**config.mk**
```make
export PLATFORM = sky130hd
export DESIGN_NAME = mnet_front
export DESIGN_NICKNAME = d
export VERILOG_FILES = /design/src/rtl/core/mnet_pkg.sv /design/src/rtl/core/mnet_front.sv
export SDC_FILE = /design/constraint.sdc
export NUM_CORES = 1
export LEC_CHECK = 0
export BUFFER_PORTS_ARGS = -buffer_cell sky130_fd_sc_hd__buf_2
export CAP_MARGIN = 10
export CORE_UTILIZATION = 45
export DETAILED_ROUTE_END_ITERATION = 10
export PLACE_DENSITY = 0.76
export SLEW_MARGIN = 20
export SYNTH_ARGS = -nofsm -noshare
export SYNTH_HDL_FRONTEND = slang
export SYNTH_SLANG_ARGS = --single-unit
```
**constraint.sdc**
```tcl
create_clock -name clk_i -period 2.9 [get_ports clk_i]
set_input_delay 0.145 -clock clk_i [delete_from_list [all_inputs] [get_ports clk_i]]
set_output_delay 0.145 -clock clk_i [all_outputs]
set_load 0.005 [all_outputs]
```
**src/rtl/core/mnet_pkg.sv**
```systemverilog
// Package for the MIDI note envelope tracker: parser codes, queue entry and
// configuration register indexes. No dependencies.
`timescale 1ns / 1ps
`default_nettype none
package mnet_pkg;
  localparam int unsigned LevelOne  = 32768;
  localparam int unsigned FreeBelow = 33;
  localparam logic [19:0] CountMax  = 20'hFFFFF;

  typedef enum logic [1:0] {
    PH_NONE, PH_STATUS, PH_PITCH, PH_VELOCITY
  } phase_e;

  typedef enum logic [1:0] {
    MT_OTHER, MT_ON, MT_OFF
  } msg_e;

  typedef enum logic [1:0] {
    CFG_ATTACK_TICKS = 2'd0,
    CFG_ATTACK_STEP  = 2'd1,
    CFG_DECAY        = 2'd2,
    CFG_RELEASE      = 2'd3
  } cfg_idx_e;

  typedef enum logic [1:0] {
    CMD_PRESS, CMD_RELEASE, CMD_TICK
  } cmd_e;

  typedef struct packed {
    cmd_e       cmd;
    logic [6:0] pitch;
    logic [6:0] velocity;
  } cmd_t;

  typedef enum logic [2:0] {
    BK_CLEAR, BK_IDLE, BK_READ, BK_UPDATE, BK_FLUSH
  } back_e;
endpackage
`default_nettype wire

```
**src/rtl/core/mnet_front.sv**
```systemverilog
// Front end: running-status MIDI parser that turns bytes and ticks into
// note commands. Depends on mnet_pkg.
`timescale 1ns / 1ps
`default_nettype none
module mnet_front #(
  parameter int unsigned PITCHES = 128
) (
  input  wire logic           clk_i,
  input  wire logic           rst_ni,
  input  wire logic           in_valid_i,
  output logic                in_ready_o,
  input  wire logic           kind_i,
  input  wire logic [7:0]     byte_i,
  output logic                cmd_valid_o,
  input  wire logic           cmd_ready_i,
  output mnet_pkg::cmd_t      cmd_o
);
  import mnet_pkg::*;

  phase_e     phase_q, phase_d;
  msg_e       msg_q, msg_d;
  logic [6:0] pitch_q, pitch_d;
  logic       emit;
  cmd_t       cmd;

  assign in_ready_o = cmd_ready_i;

  always_comb begin
    phase_d = phase_q;
    msg_d   = msg_q;
    pitch_d = pitch_q;
    emit    = 1'b0;
    cmd     = '{cmd: CMD_TICK, pitch: pitch_q, velocity: byte_i[6:0]};
    if (kind_i) begin
      emit = 1'b1;
    end else if (byte_i == 8'd254) begin
    end else if (byte_i[7]) begin
      phase_d = PH_STATUS;
      if (byte_i[7:4] == 4'h9) msg_d = MT_ON;
      else if (byte_i[7:4] == 4'h8) msg_d = MT_OFF;
      else msg_d = MT_OTHER;
    end else if (msg_q != MT_OTHER && phase_q != PH_NONE) begin
      if (phase_q == PH_PITCH) begin
        phase_d = PH_VELOCITY;
        emit = ({25'd0, pitch_q} < PITCHES);
        cmd.cmd = (msg_q == MT_ON && byte_i[6:0] != 7'd0) ? CMD_PRESS : CMD_RELEASE;
      end else begin
        phase_d = PH_PITCH;
        pitch_d = byte_i[6:0];
      end
    end
  end

  always_ff @(posedge clk_i or negedge rst_ni) begin
    if (!rst_ni) begin
      phase_q <= PH_NONE;
      msg_q   <= MT_OTHER;
      pitch_q <= '0;
    end else if (in_valid_i && in_ready_o) begin
      phase_q <= phase_d;
      msg_q   <= msg_d;
      pitch_q <= pitch_d;
    end
  end

  assign cmd_valid_o = in_valid_i && emit;
  assign cmd_o       = cmd;
endmodule
`default_nettype wire

```
==> results by group <==
Route
  – Routed length on met1: 593 µm
  – Met3 wire length: 116 µm
  – Vias per inst: 5.432
  – Met2 wire len: 688 µm
  – First DRT Iteration DRCs: 12
  – Drt drc: 0
  – Remaining antenna violation count: 0
  – WL/cell: 14.72 µm
  – DR pass1 iterations: 4
  – Via count: 516
  – Highest metal used: met3
  – Wirelength, routed: 1398 µm

Floorplanning
  – I/O pins: 31
  – Core Region: 0.001301 mm²
  – Row count: 13
  – Die span in y: 39.40 µm
  – Die Wd: 39.40 µm
  – Total die area: 0.001552 mm²
  – Starting Density: 48.37%

Setup path
  – Crit path buf inv count: 1
  – Slowest library cell on the worst path: or4b_1
  – Worst reg-to-reg setup slack: 1.10 ns
  – CP delay by family, top: simple AND/OR/NAND/NOR gates
  – Critical Path AT: 1.67 ns
  – Worst setup EP type: output port
  – Worst-path cell chain: nor2b_1 -> or4b_1 -> a31oi_1 -> buf_2
  – Critical path peak fanout: 3
  – R2r worst-path depth: 4
  – Critical Path Max Stage Delay: 0.50 ns
  – Req. time, crit path: 2.76 ns
  – Crit Path Class: reg -> out
  – Reg-to-reg endpoint: pitch_q[1]$_DFFE_PN0P_
  – Startpoint types: register
  – RR Startpoint: msg_q[0]$_DFFE_PN0P_

Finish
  – Fillers: 119
  – Design area: 763.2 µm²
  – Nets: 94
  – Share of layout cells above drive strength 1: 52.50%
  – Fin cells: 95
  – Ant diodes: 0
  – Synth-to-Final Area Change: 21.27%

Yosys
  – Ranking of synthesized cells by instance count: dfrtp_1, buf_4, mux2_4
  – Ys flop type: dfrtp_1
  – Cell taking the most area after synthesis: dfrtp_1
  – Sequential-to-total area share from yosys stat: 43.74%
  – Most common cell in the synthesized netlist: dfrtp_1
  – Largest family of logic cells by synthesized area: multiplexers
  – Synth Instances: 54
  – Synth area leaders: dfrtp_1, mux2_4, buf_4
  – Seq cells post-synth: 11
  – Synthesis Warnings: 0
  – Synth Area in Adders: 0%
  – Post-Synth Simple-Gate Area: 17.30%
  – Syn Area/Cell: 11.65 µm²
  – Ys async rst share: 100.0%
  – EDFF count, synth: 0
  – Mux share of post-synthesis cell area: 20.28%
  – Syn nets: 67
  – Top cell type's share of synthesized area: 43.74%
  – Synth Area in Compound Gates: 6.759%
  – Yosys cell types: 23
  – Xor/xnor share of the synthesized area: 0%
  – Mapped Area: 629.4 µm²

Global routing
  – Pin count of the biggest net entering global routing: 12
  – Initial antenna violation count: 0
  – Grt total ovfl: 0
  – Vias in the first global route: 443
  – GRT Overall Usage: 21.51%
  – First-pass GRT wire length: 2070 µm

Clock tree
  – Clk root buf: clkbuf_4
  – Post-CTS Setup Inserts: 0
  – H-tree levels: 1
  – Post_cts resized: 0
  – # clock sinks: 11
  – Clk_lat worst skew: 0.27 ns
  – TritonCTS buffer count: 3
  – CTS clk-pin slew, worst paths: 0.07 ns
  – Bufs on Longest Clock Path: 2
  – CTS tree: done

STA
  – Fmax: 0.5525 GHz
  – Total Neg Setup Slack: 0 ns
  – Final hold vios: 0
  – Clock skew: 0.001507 ns
  – Tmin final: 1.810 ns
  – Relative slew slack: 71.82%
  – Hold WS: 0.1617 ns
  – RSZ-0062 raised after global routing: false
  – Final setup vio count: 0
  – Slew @ Worst Pin: 0.4218 ns
  – Final Cycle Share: 62.42%
  – Pins Over Slew Limit: 0

Place
  – Port Buffers: 30
  – Inst Count DP: 90
  – Hpwl dp: 1028 µm
  – Placed Instance Area: 726.9 µm²
  – Placer Congestion: 0.8082

Min path
  – Hold Path Depth: 2
  – Worst Hold End: pitch_q[2]$_DFFE_PN0P_
  – Hold path start: byte_i[2]
  – Worst Hold Class: in -> reg

Run status
  – Outcome: completed

Power
  – Worst IR Drop VDD: 243.6 µV
  – LEAKAGE: 0.4097 nW
  – PD cells: 555.8 mW/mm²

Flow run
  – Max_cap viols: 0
-- worst register-to-register path, stage by stage (launching register included) --
cell and delay [ns]:
dfrtp_1 0.36, nor2_1 0.07, or3_4 0.39, or4_4 0.52, mux2_4 0.33
-- placed cells by master (no fill, tap or decap) --
cell type | synthesis | routed
a21oi_1 | 1 | 1
a31oi_1 | 1 | 1
buf_2 | 0 | 30
clkbuf_1 | 0 | 1
clkbuf_4 | 0 | 3
dfrtp_1 | 11 | 11
dlygate4sd3_1 | 0 | 1
inv_1 | 1 | 1
mux2_1 | 2 | 2
mux2_4 | 7 | 7
nand2_1 | 3 | 3
nand3_1 | 1 | 1
nand4_1 | 1 | 1
nand4b_1 | 1 | 1
nor2_1 | 4 | 4
nor2b_1 | 1 | 1
nor3_1 | 2 | 2
nor3b_1 | 1 | 1
nor4_1 | 1 | 1
o21a_1 | 2 | 2
o21bai_1 | 1 | 1
o22a_1 | 1 | 1
or3_4 | 1 | 1
or4_4 | 1 | 1
or4b_1 | 1 | 1
-- repair_timing --
action / 4_1_cts / 5_1_grt
hold endpoints to repair: 11 / 0
hold buffers: 1 / 0
setup endpoints to repair: 0 / 0
-- logic make-up (layout without fill, tap and decap cells) --
| family | Yosys count | in the layout |
|---|---|---|
| simple gates | 18 | 18 |
| compound gates | 6 | 6 |
| mux | 9 | 9 |
| buf+inv | 10 | 36 |
| flops | 11 | 11 |
-- cell type report --
class                      instances  area [µm²]  share of cell area, %
tap                               15       18.77                  2.459
multi-input combinational         33       279.0                  36.56
clock buffer                       4       26.28                  3.443
inverter                           1       3.754                 0.4918
timing repair buffer              31       160.2                  20.98
sequential                        11       275.3                  36.07
-- per-stage QoR --
step	utilization (%)	total power, mW	setup slack (ns)
floorplan	-	0.2709	1.149
global placement	55.87	0.3126	1.143
detailed placement	55.87	0.3189	1.110
CTS	58.65	0.4287	1.093
global route	58.65	0.4566	0.9838
finish	58.65	0.4242	1.090
-- power breakdown --
| part | internal, mW | switching (mW) | leakage, nW | total (mW) |
|---|---|---|---|---|
| registers | 0.186 | 0.0201 | 0.144 | 0.206 |
| clock network | 0.0532 | 0.0543 | 0.0150 | 0.108 |
| logic | 0.0683 | 0.0425 | 0.251 | 0.111 |
-- how the worst max path moves through the flow --
stage,startpoint,end,depth (start not counted)
3_3_place_gp,msg_q[0]$_DFFE_PN0P_,pitch_q[0]$_DFFE_PN0P_,4
6_report,phase_q[0]$_DFFE_PN0P_,cmd_o[14],4
2_1_floorplan,msg_q[0]$_DFFE_PN0P_,pitch_q[0]$_DFFE_PN0P_,5
4_1_cts,msg_q[0]$_DFFE_PN0P_,pitch_q[1]$_DFFE_PN0P_,4
3_5_place_dp,msg_q[0]$_DFFE_PN0P_,pitch_q[1]$_DFFE_PN0P_,4
5_1_grt,phase_q[0]$_DFFE_PN0P_,cmd_o[14],4
-- routing by layer --
layer  GRT usage, %  vias up
li1               -      238
met1          25.61      248
met2          34.58       30
met3          6.818        0
met4          10.34        0
met5              0        -
-- sequential cells by signal (all words and copies together) (netlist names) --
register / count
pitch_q: 7
msg_q: 2
phase_q: 2
No activity file was read; power rests on OpenSTA's default activity.
