<file path="config.mk">
export PLATFORM = sky130hd
export DESIGN_NAME = mnet_fifo
export DESIGN_NICKNAME = d
export VERILOG_FILES = /design/src/rtl/core/mnet_pkg.sv /design/src/rtl/core/mnet_fifo.sv
export SDC_FILE = /design/constraint.sdc
export NUM_CORES = 1
export LEC_CHECK = 0
export CORE_ASPECT_RATIO = 0.75
export CORE_MARGIN = 2
export CORE_UTILIZATION = 50
export DETAILED_ROUTE_END_ITERATION = 10
export DONT_BUFFER_PORTS = 1
export HOLD_SLACK_MARGIN = 0.05
export PLACE_DENSITY_LB_ADDON = 0.15
export SLEW_MARGIN = 5
export SYNTH_ARGS = -nofsm -noshare
export SYNTH_HDL_FRONTEND = slang
export SYNTH_SLANG_ARGS = --single-unit
</file>
<file path="constraint.sdc">
create_clock -name clk_i -period 2.2 [get_ports clk_i]
set_input_delay 0.44 -clock clk_i [delete_from_list [all_inputs] [get_ports clk_i]]
set_output_delay 0.44 -clock clk_i [all_outputs]
set_load 0.005 [all_outputs]
</file>
<file path="src/rtl/core/mnet_pkg.sv">
// Package for the MIDI note envelope tracker: parser codes, queue entry and
// configuration register indexes. No dependencies.
`timescale 1ns / 1ps
`default_nettype none
package mnet_pkg;
  localparam int unsigned LevelOne  = 32768;
  localparam int unsigned FreeBelow = 33;
  localparam logic [19:0] CountMax  = 20'hFFFFF;

  typedef enum logic [1:0] {
    PH_NONE, PH_STATUS, PH_PITCH, PH_VELOCITY
  } phase_e;

  typedef enum logic [1:0] {
    MT_OTHER, MT_ON, MT_OFF
  } msg_e;

  typedef enum logic [1:0] {
    CFG_ATTACK_TICKS = 2'd0,
    CFG_ATTACK_STEP  = 2'd1,
    CFG_DECAY        = 2'd2,
    CFG_RELEASE      = 2'd3
  } cfg_idx_e;

  typedef enum logic [1:0] {
    CMD_PRESS, CMD_RELEASE, CMD_TICK
  } cmd_e;

  typedef struct packed {
    cmd_e       cmd;
    logic [6:0] pitch;
    logic [6:0] velocity;
  } cmd_t;

  typedef enum logic [2:0] {
    BK_CLEAR, BK_IDLE, BK_READ, BK_UPDATE, BK_FLUSH
  } back_e;
endpackage
`default_nettype wire

</file>
<file path="src/rtl/core/mnet_fifo.sv">
// Two-entry command queue between parser and envelope engine.
// Depends on mnet_pkg.
`timescale 1ns / 1ps
`default_nettype none
module mnet_fifo (
  input  wire logic      clk_i,
  input  wire logic      rst_ni,
  input  wire logic      wr_valid_i,
  output logic           wr_ready_o,
  input  mnet_pkg::cmd_t wr_data_i,
  output logic           rd_valid_o,
  input  wire logic      rd_ready_i,
  output mnet_pkg::cmd_t rd_data_o
);
  import mnet_pkg::*;

  cmd_t       mem_q [2];
  logic       wp_q, rp_q;
  logic [1:0] cnt_q;
  logic       wr, rd;

  assign wr_ready_o = cnt_q != 2'd2;
  assign rd_valid_o = cnt_q != 2'd0;
  assign rd_data_o  = mem_q[rp_q];
  assign wr = wr_valid_i && wr_ready_o;
  assign rd = rd_valid_o && rd_ready_i;

  always_ff @(posedge clk_i) begin
    if (wr) mem_q[wp_q] <= wr_data_i;
  end

  always_ff @(posedge clk_i or negedge rst_ni) begin
    if (!rst_ni) begin
      wp_q <= 1'b0; rp_q <= 1'b0; cnt_q <= '0;
    end else begin
      if (wr) wp_q <= ~wp_q;
      if (rd) rp_q <= ~rp_q;
      cnt_q <= cnt_q + {1'b0, wr} - {1'b0, rd};
    end
  end
endmodule
`default_nettype wire

</file>
==> out/results.ini, run 1 <==
[outcome]
outcome=completed

[synthesis]
synth_top_family_by_area=multiplexers
synth.most_common_cell=edfxtp_1
async_flop_share=0.1111
yosys_warnings=0
synth_top_area_share=0.7052
yosys.area_share.simple=0.02571
synth.avg_cell_area_sq_um=20.34
synth_cells=67
muxShareOfSynthArea=0.1322
synth_area_leader_cell=edfxtp_1
synth_edf_count=32
synth-seq-cells=36
synth-adder-area-share=0.01837
synth_cell_types=14
synth-compound-area-share=0
ys_seq_area_frac=0.7787
ys.flop_type=edfxtp_1
synth_nets=89
synthXorXnorAreaFrac=0.02571
synth_commonest_cells=edfxtp_1 (32), mux2_2 (16), dfrtp_1 (4)
synthTopCellsByArea=edfxtp_1 (71%), mux2_2 (13%), dfrtp_1 (7.3%), xnor2_1 (1.9%), ha_1 (1.8%)
syn_area_sq_um=1363

[floorplan]
die_w_um=64.28
core_sq_um=2603
num_rows=16
die_height_um=49.21
start_util=0.5236
dieArea_sq_um=3163
ioPinCount=38

[routing]
routed_via_density=5.212
finalWirelength_um=1860
drc_errors=0
final_antenna_net_count=0
via_count=589
dr.pass1.iters=3
wl_per_cell_um=16.46
drtIter0Drc=17

[finish]
nNetsFinal=98
fill_cells=215
drive_above_1_share=0.3636
insertedDiodeCount=0
layout-area-overhead-vs-synth_pct=8.540

[sta]
drv_slew=0
slew-limit-headroom=0.4942
finalHoldViolCount=0
max_clock_freq_ghz=0.5074
rsz0062_at_grt=false
finalCritPeriodShare=0.8958
clock_skew_ns=0.004494
worstMarginPinSlew_ns=0.7587
finalSetupTns_ns=0
min_period_ns=1.971
fin_ws_ns=0.2293
setup_viol=0

[power]
comb_power_share=0.263
vdd_drop_max_mv=0.6536
cellPowerDensity_nw_per_um2=1261
p_leak_nw=0.5148
p_switching_w=0.0005231
p_clk_frac=0.189
power_frac_seq=0.548
switching_share=0.2806
intPower_w=0.001341

[worst_setup_path]
cp_data_required_time_ns=1.76
worstPathArrival_ns=1.53
r2r_start=cnt_q[1]
endpoint_kind=output pin
cp_max_fo=10
critPathMaxStageDelay_ns=0.57
r2r_end=cnt_q[1]
cp_cell_sequence=buf_4, mux2_2
critical_path.startpoint_type=flop
critical_path_class=flop to output pin
reg2reg_depth=7
reg2reg_slack_ns=0.46
cpMaxStageDelayCell=dfrtp_1

[grt]
grt_pass1_vias=627
grt_first_pass_wirelength_um=3049
grt_max_degree=17
grt_use_total=0.1375
grt_remaining_overflow=0
antenna_found_initial=0

[hold_path]
whs_path_depth=0
min_to=mem_q[0][12]
min_from=wr_data_i[12]
hold_path.class=input pin to flop

[clock_tree]
cts_buffers=5
ctsLongestPathBuffers=2
clock_latency_ns=0.33
clk_pin_slew_worst_paths_ns=0.10
htree_levels=2
cts_tree=built
cts_setup_buffers=0
cts_root_buffer=clkbuf_4
clkSinkCount=36

[placed_design]
dp_slack_ns=0.4593
dp_hpwl_um=1268
portBuffers=0
place_congestion=0.5238

[run]
max_cap_viol_count=0

[critical path: cells and delay by family, from the launching register on]
kind	cells	cell delay (ns)
flops	1	0.57
mux	1	0.37
buf+inv	1	0.27
[layout make-up]
type / instances / area, sq um / share of cell area
multi-input cells: 28 / 275.3 / 0.1861
clock inverters: 2 / 10.01 / 0.006768
clock buffers: 6 / 51.30 / 0.03469
flip-flops and latches: 36 / 1061 / 0.7174
well taps: 36 / 45.04 / 0.03046
inverters: 1 / 3.754 / 0.002538
repair buffers: 4 / 32.53 / 0.02200
[sequential cells by signal, indices dropped and copies added (netlist names)]
name   flops
mem_q     32
rp_q       1
wp_q       1
cnt_q      2
[layer usage]
metal,wire [um],vias to the layer above,GRT usage
met4,36,0,0.07447
met5,0,-,0
li1,-,270,-
met1,718,287,0.1583
met2,911,25,0.2031
met3,194,7,0.07852
[cell families after synthesis]
group,Yosys count
xor gates and xnor gates,4
DFF,36
and+or+nand+nor,6
buffers and inverters,3
adders and majority gates,2
muxes,16
[worst max path at each step]
stage          startpoint  depth (start not counted)           end
4_1_cts              rp_q                          2  rd_data_o[1]
3_3_place_gp     cnt_q[1]                          7      cnt_q[1]
2_1_floorplan    cnt_q[1]                          3   mem_q[0][0]
6_report             rp_q                          2  rd_data_o[1]
5_1_grt              rp_q                          2  rd_data_o[4]
3_5_place_dp     cnt_q[1]                          7      cnt_q[1]
[layout by cell type (no fill, tap or decap)]
master / instances
xor2_1: 1
dfrtp_1: 4
dlygate4sd3_1: 1
or2_1: 1
ha_1: 2
and2_4: 1
nand2_1: 1
mux2_2: 16
clkbuf_4: 5
clkbuf_8: 1
nor2_1: 1
nand2b_1: 1
and3_1: 1
xnor2_1: 3
buf_4: 3
inv_1: 1
edfxtp_1: 32
clkinv_2: 2
[power by group through the flow]
stage / Combinational [W] / Clock, W / Sequential (W)
CTS: 0.000513 / 0.000368 / 0.00102
finish: 0.000491 / 0.000352 / 0.00102
global route: 0.000550 / 0.000402 / 0.00105
detailed placement: 0.000510 / 0 / 0.00104
floorplan: 0.000447 / 0 / 0.000998
global placement: 0.000497 / 0 / 0.00103
[per-stage QoR]
step,utilization,power (W),std cells,instance area [sq um],hold WS (ns)
detailed placement,0.5409,0.001548,104,1408,0.1445
finish,0.5683,0.001864,113,1479,0.1969
floorplan,-,0.001445,67,1363,0.1444
CTS,0.5683,0.001906,113,1479,0.1800
global placement,0.5409,0.001528,104,1408,0.1445
global route,0.5683,0.001998,113,1479,0.1586
[repair_timing]
action | in CTS | in global routing
endpoints found under the setup margin | 0 | 0
hold buffers | 1 | 0
resized for setup | 0 | 0
endpoints found under the hold margin | 4 | 0
Power figures use the tool's default switching activity.
==> inputs of run 2 (changes only) <==
clock period = 2.05 ns   (was 2.2 ns; I/O delays follow)
==> run 2 against run 1 <==
Non-clock buffer count up 1; register-to-register slack worse by 0.15 ns; critical path depth up 5; combinational power up 17%; first-iteration DRC count down 41%; wire length up 2.4%; global-route usage up 0.37 points; setup slack better by 0.084 ns; final area up 2.1%; core utilization up 1.2 points; via count up 0.85%; clock skew up 0.0016 ns; critical endpoint is now cnt_q[1]; highest routed layer unchanged.
==> out/results.ini, run 2 (synthesis results as in run 1) <==
[outcome]
outcome=completed

[sta]
slew-limit-headroom=0.4725
finalHoldViolCount=0
rsz0062_at_grt=false
fin_ws_ns=0.3131
max_clock_freq_ghz=0.5757
drv_slew=0
worstMarginPinSlew_ns=0.7913
min_period_ns=1.737
finalSetupTns_ns=0
worst_hold_slack_ns=0.1759
finalCritPeriodShare=0.8473
clock_skew_ns=0.006081
setup_viol=0

[worst_setup_path]
cp_max_fo=3
endpoint_kind=flop
critPathTopFamily=simple AND/OR/NAND/NOR gates
worstPathArrival_ns=1.99
worstSetupStartpoint=cnt_q[1]
crit_path_end=cnt_q[1]
reg2reg_depth=7
cp_num_buf_inv=1
critical_path_class=flop to flop
r2r_end=cnt_q[1]
cpMaxStageDelayCell=dfrtp_1
cp_data_required_time_ns=2.30
critical_path.startpoint_type=flop
r2r_start=cnt_q[1]
cp.depth=7
reg2reg_slack_ns=0.31
critPathMaxStageDelay_ns=0.42
cp_cell_sequence=or2_1, and2_4, ha_1, inv_1, ha_1, xnor2_1, xnor2_1

[clock_tree]
post_cts_resized=0
cts_buffers=5
clock_latency_ns=0.32
ctsLongestPathBuffers=2
clkSinkCount=36
clk_pin_slew_worst_paths_ns=0.10
cts_tree=built
cts_root_buffer=clkbuf_4
htree_levels=2
cts_setup_buffers=0

[finish]
regMostFlops=mem_q
final_area_sq_um=1510
final_common_cell=edfxtp_1
largest_register_ffs=32
nNetsFinal=99
mostFrequentLayoutCells=edfxtp_1 (32), mux2_2 (16), clkbuf_4 (5), dfrtp_1 (4), buf_4 (4)
reg_top3=mem_q: 32 flops, cnt_q: 2 flops
insertedDiodeCount=0
layout-area-overhead-vs-synth_pct=10.84
fill_cells=212
drive_above_1_share=0.3590

[floorplan]
core_sq_um=2603
die_w_um=64.28
start_util=0.5236
ioPinCount=38
num_rows=16
die_height_um=49.21
dieArea_sq_um=3163

[hold_path]
min_from=wr_data_i[11]
hold_path.class=input pin to flop

[power]
cellPowerDensity_nw_per_um2=1419
power_w=0.002143
vdd_drop_max_mv=0.8329
p_leak_nw=0.5275

[routing]
drtIter0Drc=10
routed_via_density=5.211
via_count=594
dr.pass1.iters=2
final_antenna_net_count=0
drc_errors=0
finalWirelength_um=1905
wl_per_cell_um=16.71

[placed_design]
dp_hpwl_um=1309
dp_slack_ns=0.3074
place_congestion=0.5200
portBuffers=0
place_area_sq_um=1415

[run]
max_cap_viol_count=0

[grt]
grt_first_pass_wirelength_um=3125
grt_max_degree=17
grt_use_total=0.1413
antenna_found_initial=0
grt_pass1_vias=658
grt_remaining_overflow=0

## run 2: cell count changes in the layout (fill, tap and decap cells not counted)
cell	change
clkinv_1	+1
bufinv_16	+1
clkinv_2	-2
buf_4	+1
## run 2: area by class of cell
type	count	area (sq um)	area share
repair buffers	5	40.04	0.02651
clock buffers	6	51.30	0.03397
multi-input cells	28	275.3	0.1823
well taps	36	45.04	0.02983
inverters	1	3.754	0.002485
flip-flops and latches	36	1061	0.7026
clock inverters	2	33.78	0.02237
## run 2: timing repair
item | 4_1_cts | 5_1_grt
endpoints found under the hold margin | 4 | 0
hold buffers | 1 | 0
setup endpoints to repair | 0 | 0
## run 2: metrics by stage
step	cells	utilization
after detailed placement	105	0.5438
final	114	0.5803
after CTS	114	0.5803
after global routing	114	0.5803
after floorplan	67	-
after global placement	105	0.5438
## run 2: per-layer routing
layer	vias up	GRT usage	wire [um]
met4	0	0.05319	21
met1	294	0.1717	832
li1	272	-	-
met3	3	0.08314	158
met2	25	0.2083	893
met5	-	0	0
## run 2: worst min-delay path by stage
stage / endpoint / slack [ns] / depth (start not counted)
5_1_grt: mem_q[0][9] / 0.13 / 0
3_5_place_dp: cnt_q[0] / 0.11 / 0
4_1_cts: mem_q[0][3] / 0.15 / 0
2_1_floorplan: cnt_q[0] / 0.11 / 0
6_report: mem_q[1][11] / 0.18 / 0
3_3_place_gp: cnt_q[0] / 0.11 / 0
## run 2: power by group
part           total (W)  internal [W]  switching (W)  leakage, nW
clock           0.000499      0.000286       0.000213       0.0459
sequential       0.00107       0.00101      0.0000538        0.344
combinational   0.000576      0.000277       0.000299        0.138
total            0.00214       0.00158       0.000566        0.527
## run 2: worst register-to-register path, delay by kind of cell (launching register included)
kind | cells | cell delay, ns
AND/OR/NAND/NOR | 2 | 0.45
XOR/XNOR | 2 | 0.32
flip-flops | 1 | 0.42
adder cells (fa/ha/maj) | 2 | 0.45
buffers and inverters | 1 | 0.04
